--- src/hw/rtl/ali_pkg.sv ---
// Shared types and constants for the packed list block.
package ali_pkg;

  // Sizes of the list.
  localparam int CAPACITY = 16;
  localparam int IDX_W    = (CAPACITY > 1) ? $clog2(CAPACITY) : 1;
  localparam int CNT_W    = $clog2(CAPACITY + 1);

  // Fixed field widths.
  localparam int OP_W    = 2;
  localparam int POS_W   = 8;
  localparam int CMP_W   = POS_W + 1;
  localparam int DATA_W  = 32;
  localparam int STAT_W  = 3;
  localparam int COUNT_W = 5;
  localparam int FPOS_W  = 4;

  // Operation codes.
  typedef enum logic [OP_W-1:0] {
    OP_INSERT = 2'd0,
    OP_REMOVE = 2'd1,
    OP_READ   = 2'd2
  } ali_op_t;

  // Result status codes.
  typedef enum logic [STAT_W-1:0] {
    ST_OK              = 3'd0,
    ST_BEYOND_CAPACITY = 3'd1,
    ST_FULL            = 3'd2,
    ST_NOT_FOUND       = 3'd3,
    ST_PAST_COUNT      = 3'd4
  } ali_status_t;

  // Command beat.
  typedef struct packed {
    logic [OP_W-1:0]          operation;
    logic [POS_W-1:0]         position;
    logic signed [DATA_W-1:0] value;
  } ali_in_t;

  // Result beat.
  typedef struct packed {
    logic [STAT_W-1:0]        status;
    logic [COUNT_W-1:0]       entry_count;
    logic [FPOS_W-1:0]        found_position;
    logic signed [DATA_W-1:0] read_value;
  } ali_out_t;

  // Per-cell update controls.
  typedef struct packed {
    logic load;
    logic take_left;
    logic take_right;
  } ali_ctl_t;

endpackage

--- src/hw/rtl/array_list_insert_remove_top.sv ---
// Top level of the packed list: command capture, cell chain and result logic.
// Sequence: a command is captured when accepted and is executed in the busy cycle that it raises; its result
// beat is on the result port with done high in the cycle after that.
// A new command is not accepted while busy is high, which it is for the execute cycle;
// the cells compare the key in the accept cycle and shift in the execute cycle.
// Reset clears the fill count and the control flags; entry contents are left as they are.
// The result beat is shown for one cycle and the receiver cannot stall it.
module array_list_insert_remove_top (
  input  logic              clk,
  input  logic              rst,
  input  logic              start,
  output logic              busy,
  input  ali_pkg::ali_in_t  cmd,
  output logic              done,
  output ali_pkg::ali_out_t result
);
  import ali_pkg::*;

  logic                     accept;
  ali_in_t                  cmd_q;
  logic [CNT_W-1:0]         fill_count;
  logic [CNT_W-1:0]         fill_count_next;
  ali_out_t                 result_next;
  logic signed [DATA_W-1:0] cell_data [CAPACITY];
  logic [CAPACITY-1:0]      cell_match;
  ali_ctl_t                 cell_ctl [CAPACITY];
  logic [CAPACITY-1:0]      valid_mask;
  logic [CAPACITY-1:0]      hit_vec;
  logic [CAPACITY-1:0]      hit_low;
  logic [CAPACITY-1:0]      hit_ge;
  logic                     hit_any;
  logic [IDX_W-1:0]         hit_idx;
  logic                     pos_beyond;
  logic                     list_full;
  logic                     ins_past;
  logic                     read_past;
  logic                     ins_ok;
  logic                     rem_ok;
  logic [CMP_W-1:0]         pos_ext;

  assign accept = start && !busy;

  // Control and command capture.
  always_ff @(posedge clk) begin
    if (rst) begin
      busy       <= 1'b0;
      done       <= 1'b0;
      fill_count <= '0;
    end else begin
      busy <= accept;
      done <= busy;
      if (busy) begin
        fill_count <= fill_count_next;
      end
    end
  end

  always_ff @(posedge clk) begin
    if (accept) begin
      cmd_q <= cmd;
    end
    if (busy) begin
      result <= result_next;
    end
  end

  // Range checks on the captured position.
  assign pos_ext    = {1'b0, cmd_q.position};
  assign pos_beyond = (pos_ext >= CMP_W'(CAPACITY));
  assign list_full  = (fill_count == CNT_W'(CAPACITY));
  assign ins_past   = (pos_ext > CMP_W'(fill_count));
  assign read_past  = (pos_ext >= CMP_W'(fill_count));

  // Lowest matching held entry.
  always_comb begin
    for (int i = 0; i < CAPACITY; i++) begin
      valid_mask[i] = (CNT_W'(i) < fill_count);
    end
  end

  assign hit_vec = cell_match & valid_mask;
  assign hit_any = |hit_vec;
  assign hit_low = hit_vec & (~hit_vec + CAPACITY'(1));
  assign hit_ge  = ~(hit_low - CAPACITY'(1));

  always_comb begin
    hit_idx = '0;
    for (int i = 0; i < CAPACITY; i++) begin
      if (hit_low[i]) begin
        hit_idx = hit_idx | IDX_W'(i);
      end
    end
  end

  assign ins_ok = busy && (cmd_q.operation == OP_INSERT) && !pos_beyond && !list_full &&
                  !ins_past;
  assign rem_ok = busy && (cmd_q.operation == OP_REMOVE) && hit_any;

  // Per-cell shift controls.
  always_comb begin
    for (int i = 0; i < CAPACITY; i++) begin
      cell_ctl[i].load       = ins_ok && (CMP_W'(i) == pos_ext);
      cell_ctl[i].take_left  = ins_ok && (CMP_W'(i) > pos_ext);
      cell_ctl[i].take_right = rem_ok && hit_ge[i];
    end
  end

  // Result and next fill count.
  always_comb begin
    fill_count_next            = fill_count;
    result_next.status         = ST_OK;
    result_next.found_position = '0;
    result_next.read_value     = '0;
    case (cmd_q.operation)
      OP_INSERT: begin
        if (pos_beyond) begin
          result_next.status = ST_BEYOND_CAPACITY;
        end else if (list_full) begin
          result_next.status = ST_FULL;
        end else if (ins_past) begin
          result_next.status = ST_PAST_COUNT;
        end else begin
          fill_count_next = fill_count + CNT_W'(1);
        end
      end
      OP_REMOVE: begin
        if (!hit_any) begin
          result_next.status = ST_NOT_FOUND;
        end else begin
          fill_count_next            = fill_count - CNT_W'(1);
          result_next.found_position = FPOS_W'(hit_idx);
        end
      end
      OP_READ: begin
        if (pos_beyond) begin
          result_next.status = ST_BEYOND_CAPACITY;
        end else if (read_past) begin
          result_next.status = ST_PAST_COUNT;
        end else begin
          result_next.read_value = cell_data[cmd_q.position[IDX_W-1:0]];
        end
      end
      default: begin
      end
    endcase
    result_next.entry_count = COUNT_W'(fill_count_next);
  end

  // Chain of cells; each takes from its left or right neighbor.
  for (genvar i = 0; i < CAPACITY; i++) begin : g_cell
    logic signed [DATA_W-1:0] left_in;
    logic signed [DATA_W-1:0] right_in;

    if (i == 0) begin : g_first
      assign left_in = '0;
    end else begin : g_inner_l
      assign left_in = cell_data[i-1];
    end

    if (i == CAPACITY - 1) begin : g_last
      assign right_in = '0;
    end else begin : g_inner_r
      assign right_in = cell_data[i+1];
    end

    ali_cell u_cell (
      .clk        (clk),
      .cmp_en     (accept),
      .key        (cmd.value),
      .ctl        (cell_ctl[i]),
      .ins_data   (cmd_q.value),
      .left_data  (left_in),
      .right_data (right_in),
      .data       (cell_data[i]),
      .match      (cell_match[i])
    );
  end

  // Checks on sequencing and count bounds.
  a_accept_busy: assert property (@(posedge clk) disable iff (rst)
    accept |=> busy)
    else $error("busy not raised after an accepted command");

  a_busy_done: assert property (@(posedge clk) disable iff (rst)
    busy |=> done && !busy)
    else $error("execute cycle not followed by a single result beat");

  a_count_range: assert property (@(posedge clk) disable iff (rst)
    fill_count <= CNT_W'(CAPACITY))
    else $error("fill count exceeds capacity");

  a_full_count: assert property (@(posedge clk) disable iff (rst)
    done && (result.status == ST_FULL) |-> result.entry_count == COUNT_W'(CAPACITY))
    else $error("full status reported with list not full");

  a_count_step: assert property (@(posedge clk) disable iff (rst)
    done |-> (fill_count == $past(fill_count)) ||
             (fill_count == $past(fill_count) + CNT_W'(1)) ||
             (fill_count == $past(fill_count) - CNT_W'(1)))
    else $error("fill count moved by more than one entry");

endmodule

--- src/hw/rtl/ali_cell.sv ---
// One storage cell of the list: holds an entry, compares it, and shifts.
module ali_cell (
  input  logic                              clk,
  input  logic                              cmp_en,
  input  logic signed [ali_pkg::DATA_W-1:0] key,
  input  ali_pkg::ali_ctl_t                 ctl,
  input  logic signed [ali_pkg::DATA_W-1:0] ins_data,
  input  logic signed [ali_pkg::DATA_W-1:0] left_data,
  input  logic signed [ali_pkg::DATA_W-1:0] right_data,
  output logic signed [ali_pkg::DATA_W-1:0] data,
  output logic                              match
);
  import ali_pkg::*;

  // Entry update: load a new value or take a neighbor's entry.
  always_ff @(posedge clk) begin
    if (ctl.load) begin
      data <= ins_data;
    end else if (ctl.take_left) begin
      data <= left_data;
    end else if (ctl.take_right) begin
      data <= right_data;
    end
  end

  // Compare result is captured when a command is accepted.
  always_ff @(posedge clk) begin
    if (cmp_en) begin
      match <= (data == key);
    end
  end

endmodule
--- config.mk ---
export PLATFORM = sky130hd
export DESIGN_NAME = array_list_insert_remove_top
export DESIGN_NICKNAME = d
export VERILOG_FILES = /design/src/hw/rtl/ali_pkg.sv /design/src/hw/rtl/array_list_insert_remove_top.sv /design/src/hw/rtl/ali_cell.sv
export SDC_FILE = /design/constraint.sdc
export NUM_CORES = 2
export LEC_CHECK = 0
export BUFFER_PORTS_ARGS = -buffer_cell sky130_fd_sc_hd__buf_2
export CORE_MARGIN = 3
export CORE_UTILIZATION = 50
export CTS_BUF_LIST = sky130_fd_sc_hd__clkbuf_2 sky130_fd_sc_hd__clkbuf_4 sky130_fd_sc_hd__clkbuf_8
export CTS_CLUSTER_DIAMETER = 50
export DETAILED_ROUTE_END_ITERATION = 12
export GPL_ROUTABILITY_DRIVEN = 0
export PLACE_DENSITY_LB_ADDON = 0.3
export SLEW_MARGIN = 0
export SYNTH_ARGS = -nofsm -noshare
export SYNTH_HDL_FRONTEND = slang
export SYNTH_SLANG_ARGS = --single-unit
--- constraint.sdc ---
create_clock -name clk -period 8.7 [get_ports clk]
set_clock_uncertainty 0.1 [all_clocks]
set_input_delay 0.435 -clock clk [delete_from_list [all_inputs] [get_ports clk]]
set_output_delay 0.435 -clock clk [all_outputs]
set_load 0.03 [all_outputs]
### Word level (Yosys, flattened, before mapping)

Index checks and enable logic that the tools add are counted.

* register bits: 621
* output and inout port bits: 46

* $add $sub $neg: 4
* order comparisons: 36
* equal/unequal tests: 34
* muxes and demuxes: 78
* bitwise gates (word level): 6
* reductions and logical operators: 80

Operators with widths (count)
* $mux W32: 50
* $eq A32 B32 Y1: 16
* $bmux W32 S4: 1
* $eq A4 B8 Y1 const A: 8
* $gt A4 B8 Y1 const A: 8
* $logic_and A1 B1 Y1: 55
* $reduce_bool A3 Y1: 16
* $lt A4 B5 Y1 const A: 8
* $and A16 B16 Y16: 2
* $eq A3 B8 Y1 const A: 4
* $gt A3 B8 Y1 const A: 4
* $mux W4: 8
* $not A16 Y16: 2
* $mux W3: 9
* $lt A3 B5 Y1 const A: 4
* $mux W5: 4
* $add A16 B1 Y16 const B: 1
* $eq A2 B8 Y1 const A: 2
* $gt A1 B8 Y1 const A: 2
* $gt A2 B8 Y1 const A: 2
* $reduce_or A16 Y1: 1
* $sub A16 B1 Y16 const B: 1
* $lt A1 B5 Y1 const A: 2
* $lt A2 B5 Y1 const A: 2
* 21 further kinds: 26

### Longest topological paths before layout

* word-level depth: 20
* depth in mapped cells: 15

### Cells and area by module

A second synthesis with hierarchy kept.

* cell total of the unflattened synthesis: 3550
* area, all modules: 40641.5 um^2

By module, submodules not included
* ali_cell: instances 16, cells each 184, area an instance 2014.4 um^2
* array_list_insert_remove_top: instances 1, cells each 606, area an instance 8410.6 um^2

### Worst setup path before layout

Ideal clock, no wire load.

* path kind: flip-flop to flip-flop
* start: register cmd_q[32] (netlist bit)
* end: register g_cell[10].u_cell.data[0] (netlist bit) (enable)
* setup time: 0.466 ns
* data arrival time: 4.888 ns
* slack: 3.246 ns
* stages on the path, launching flop included: 12
* path buffers: 4
* clock period less this slack: 5.454 ns
* path through: edfxtp_1 clkbuf_1 buf_2 buf_1 inv_1 ha_1 nand2_1 nor2_1 a31oi_1 or3_1 buf_2 o21ai_0

* word-level cells in the longest chain between the ends: 7

Ends and longest elaborated chain
* start: declaration: line array_list_insert_remove_top.sv:20 `ali_in_t cmd_q;`
* start signal: assignment: line array_list_insert_remove_top.sv:60 `cmd_q <= cmd;`
* $ge A8 B5 Y1: line array_list_insert_remove_top.sv:69 `assign pos_beyond = (pos_ext >= CMP_W'(CAPACITY));`
* $logic_not A1 Y1: line array_list_insert_remove_top.sv:95 `assign ins_ok = busy && (cmd_q.operation == OP_INSERT) && !pos_beyond && !list_full &&`
* $logic_and A1 B1 Y1 (3 in series): line array_list_insert_remove_top.sv:95
* $logic_and A1 B1 Y1 (on tied branches): line array_list_insert_remove_top.sv:103, array_list_insert_remove_top.sv:102
* $reduce_bool A3 Y1 (no line) (*)
* end signal: assignment: line ali_cell.sv:18 `data <= ins_data;`
* end signal: assignment: line ali_cell.sv:20 `data <= left_data;`
* end signal: assignment: line ali_cell.sv:22 `data <= right_data;`
* end: declaration: line ali_cell.sv:10 `output logic signed [ali_pkg::DATA_W-1:0] data,`

Every way passes the cells marked *; elsewhere a longest branch is shown, timed or not.
A chain may end at the register's enable or synchronous reset.

### Worst setup path in the final report

* start: register cmd_q[33] (netlist bit)
* end: register g_cell[5].u_cell.data[0] (netlist bit) (data pin)

* word-level cells in the longest chain between the ends: 8

Ends and longest elaborated chain
* $ge A8 B5 Y1: line array_list_insert_remove_top.sv:69
* $logic_not A1 Y1: line array_list_insert_remove_top.sv:95
* $logic_and A1 B1 Y1 (3 in series): line array_list_insert_remove_top.sv:95
* $logic_and A1 B1 Y1: line array_list_insert_remove_top.sv:103 `cell_ctl[i].take_left = ins_ok && (CMP_W'(i) > pos_ext);`
* $mux W32: line ali_cell.sv:19 `end else if (ctl.take_left) begin`
* $mux W32 (*): line ali_cell.sv:17 `if (ctl.load) begin`
* end signal: assignment: line ali_cell.sv:18
* end signal: assignment: line ali_cell.sv:20
* end signal: assignment: line ali_cell.sv:22
* end: declaration: line ali_cell.sv:10

Marked as above.

==> impl_results.md <==
* Clock latency on the worst-skew pair at 0.76 ns
* Wirelength per Cell at 32.3 µm
* Worst Path Required at 9.19 ns
* Routed wl met2 at 63600 µm
* Crit share post-route at 56.3%
* Arr. time, crit path at 5.38 ns
* Site Rows at around 100
* Startpoint types: flip-flop
* Final setup fails at 0
* Vias in the first global route at 30000
* Syn. warnings at 0
* M1 wire length at 55100 µm
* Share of the synthesized area in the top cell type at 46.4%
* Cell taking the most area after synthesis: edfxtp_1
* Final ANT Viol Nets at 0
* DRC at 2
* Critical path class: flip-flop to flip-flop
* Failing checks: DRC
* Slew Limit Fails at 0
* Seq cells post-synth at 621
* Status: finished, violations left
* Buffers added on ports at 90
* Relative slew slack at 15.4%
* Final #Nets at about 3500
* Fmax at 0.204 GHz
* Grt total ovfl at 0
* GRT Total Usage at between 30% and 40%
* Max VDD drop at between 90 and 100 µV
* Area grow syn2layout at 9.15%
* CP Capture Type: flip-flop
* Final min period at 4.89 ns
* DP Wirelength at 107000 µm
* Syn Inst Count at 3519
* Post-synth top cells: edfxtp_1, xor2_1, nand2_1, mux2i_1, clkbuf_1
* LEAKAGE at 15.7 nW
* DR vias at 32100
* Distinct cell type count after synthesis at 74
* Post-Route WL at 150000 µm
* Non-Filler Instances at 4625
* Clk sink count at about 620
* DR iter-0 viols at between 5000 and 6000
* Core ar. at 78100 µm²
* Main synth FF type: edfxtp_1
* Worst-path maximum fanout at 140
* Top post-synthesis cells by area: edfxtp_1, xor2_1, mux4_2
* I/O pin cnt at approximately 90
* DR pass1 iterations at 10
* Largest net degree at the start of global routing at 141
* Worst-margin pin slew at 1.27 ns
* Final hold viol count at 0
* Async SR Flop Fraction at 0%
* Hold Crit Class: input port to flip-flop
* Pwr/cell area at 158 nW/µm²
* TNS Setup at 0 ns
* Filler cells at 6700
* Initial Utilization at between 50% and 60%
* Syn_area_per_cell at 11.3 µm²
* Mapped cell area at between 30000 and 40000 µm²
* Post-CTS setup buffers at 0
* First-pass GRT wire length at 214000 µm
* Top sig layer: met5
* Share of layout cells above drive strength 1 at 16.0%
* Post-synth EDFFs at 614
* RSZ-0062 raised after global routing: no
* Number of max-cap violations at 0
* Vias per inst at 6.95
* Clock tree buffer depth at 3
* Worst slack, placed at 4.08 ns
* # H-tree levels at 3
* CTS tree: built
* Met3 WL at 20700 µm
* CTS Buf Count at 113
* Total power at 0.00685 W
* DIE WIDTH at 288 µm
* Worst setup slack after layout at 3.81 ns
* Die area at a little over 80000 µm²
* Most common cell in the netlist: edfxtp_1
* Synthesized Nets at 3573
* Post-Place Cells at 4394
* CTS clk-pin slew, worst paths at 0.06 ns
* Clock root buffer master: clkbuf_8
* Initial antenna violation count at 18
* Sequential area share after synthesis at 46.7%
* Die Y at slightly below 300 µm
## layer usage
| layer | up-vias | track usage [%] |
|---|---|---|
| met1 | 15700 | 48.8 |
| li1 | 13200 | - |
| met3 | 413 | 9.41 |
| met5 | - | 0 |
| met2 | 2747 | 51.3 |
| met4 | 10 | 19.7 |
## layout make-up
class | instances | area, µm² | share of cell area (%)
diodes | 10 | 25.0 | 0.0577
clock inverters | 58 | 412 | 0.948
well taps | 1040 | 1300 | 3.00
inverters | 16 | 60.1 | 0.138
flip-flops and latches | 621 | 18600 | 42.8
multi-input cells | 2559 | 20000 | 46.1
clock buffers | 152 | 1900 | 4.39
repair buffers | 169 | 1100 | 2.53
## flip-flops by register name, indices dropped and copies added, names as in the netlist
name	count
result	44
g_cell.u_cell.data	512
cmd_q	42
fill_count	5
g_cell.u_cell.match	16
busy	1
done	1
## worst paths after layout
| kind | startpoint | end | slack, ns | cells past startpoint |
|---|---|---|---|---|
| max | cmd_q[33] | g_cell[5].u_cell.data[0] | 3.81 | 11 |
| max reg2reg | cmd_q[33] | g_cell[5].u_cell.data[0] | 3.81 | 11 |
| min reg2reg | g_cell[10].u_cell.data[29] | g_cell[11].u_cell.data[29] | 0.53 | 2 |
| min | start | g_cell[1].u_cell.match | 0.08 | 2 |
## stage by stage
step                      hold slack [ns]  area, µm²  util, %
after floorplan                     0.404      39800        -
after global placement              0.509      41000     52.4
after detailed placement            0.507      41000     52.4
after CTS                          0.0408      43400     55.5
after global routing               0.0774      43400     55.6
final                              0.0824      43400     55.6
## power breakdown
| part | leakage [nW] | switching, W | internal, W |
|---|---|---|---|
| Clock | 1.22 | 0.00134 | 0.00159 |
| Combinational | 8.88 | 0.000381 | 0.000192 |
| Sequential | 5.59 | 0.0000729 | 0.00327 |
## kinds of logic after synthesis
family / Yosys count / share of synthesized area (%)
adder cells (fa/ha/maj): 9 / 0.283
buffers and inverters: 339 / 3.44
AO/OA/AOI/OAI: 709 / 11.5
flip-flops: 621 / 46.7
XOR/XNOR: 514 / 11.3
multiplexers: 448 / 16.4
AND/OR/NAND/NOR: 879 / 10.3
## critical path, stage by stage, from the launching register on
cell and delay, ns:
edfxtp_1 0.37, buf_12 0.61, ha_1 0.39, nor2b_1 0.14, o21bai_1 0.25, a31oi_2 0.14, buf_4 0.24, nor3_4 0.17
buf_4 0.87, buf_4 0.72, a31oi_1 0.19, a2bb2oi_1 0.22
## placed cells by master, fill, tap and decap left out, drive strengths merged, types with 6 or more instances in the layout
master and n:
nor3 14, nand2 351, clkinv 49, bufinv 6, buf 158, clkbuf 152
xor2 512, a211oi 6, nor2 233, a22oi 94, edfxtp 614, a22o 32
nand3 24, diode 10, mux4 160, nor2b 39, inv 16, a31oi 101
nor4 138, mux2i 257, mux2 31, a2bb2oi 98, o31a 7, dlygate4sd3 11
ha 9, nand4 44, a21oi 209, dfxtp 7, o21ai 124
## repair_timing
action                                  4_1_cts  5_1_grt
gates resized for setup                       0        0
endpoints found under the setup margin        0        0
endpoints found under the hold margin        13        0
hold buffers                                 11        0
(Power assumes the default switching activity.)
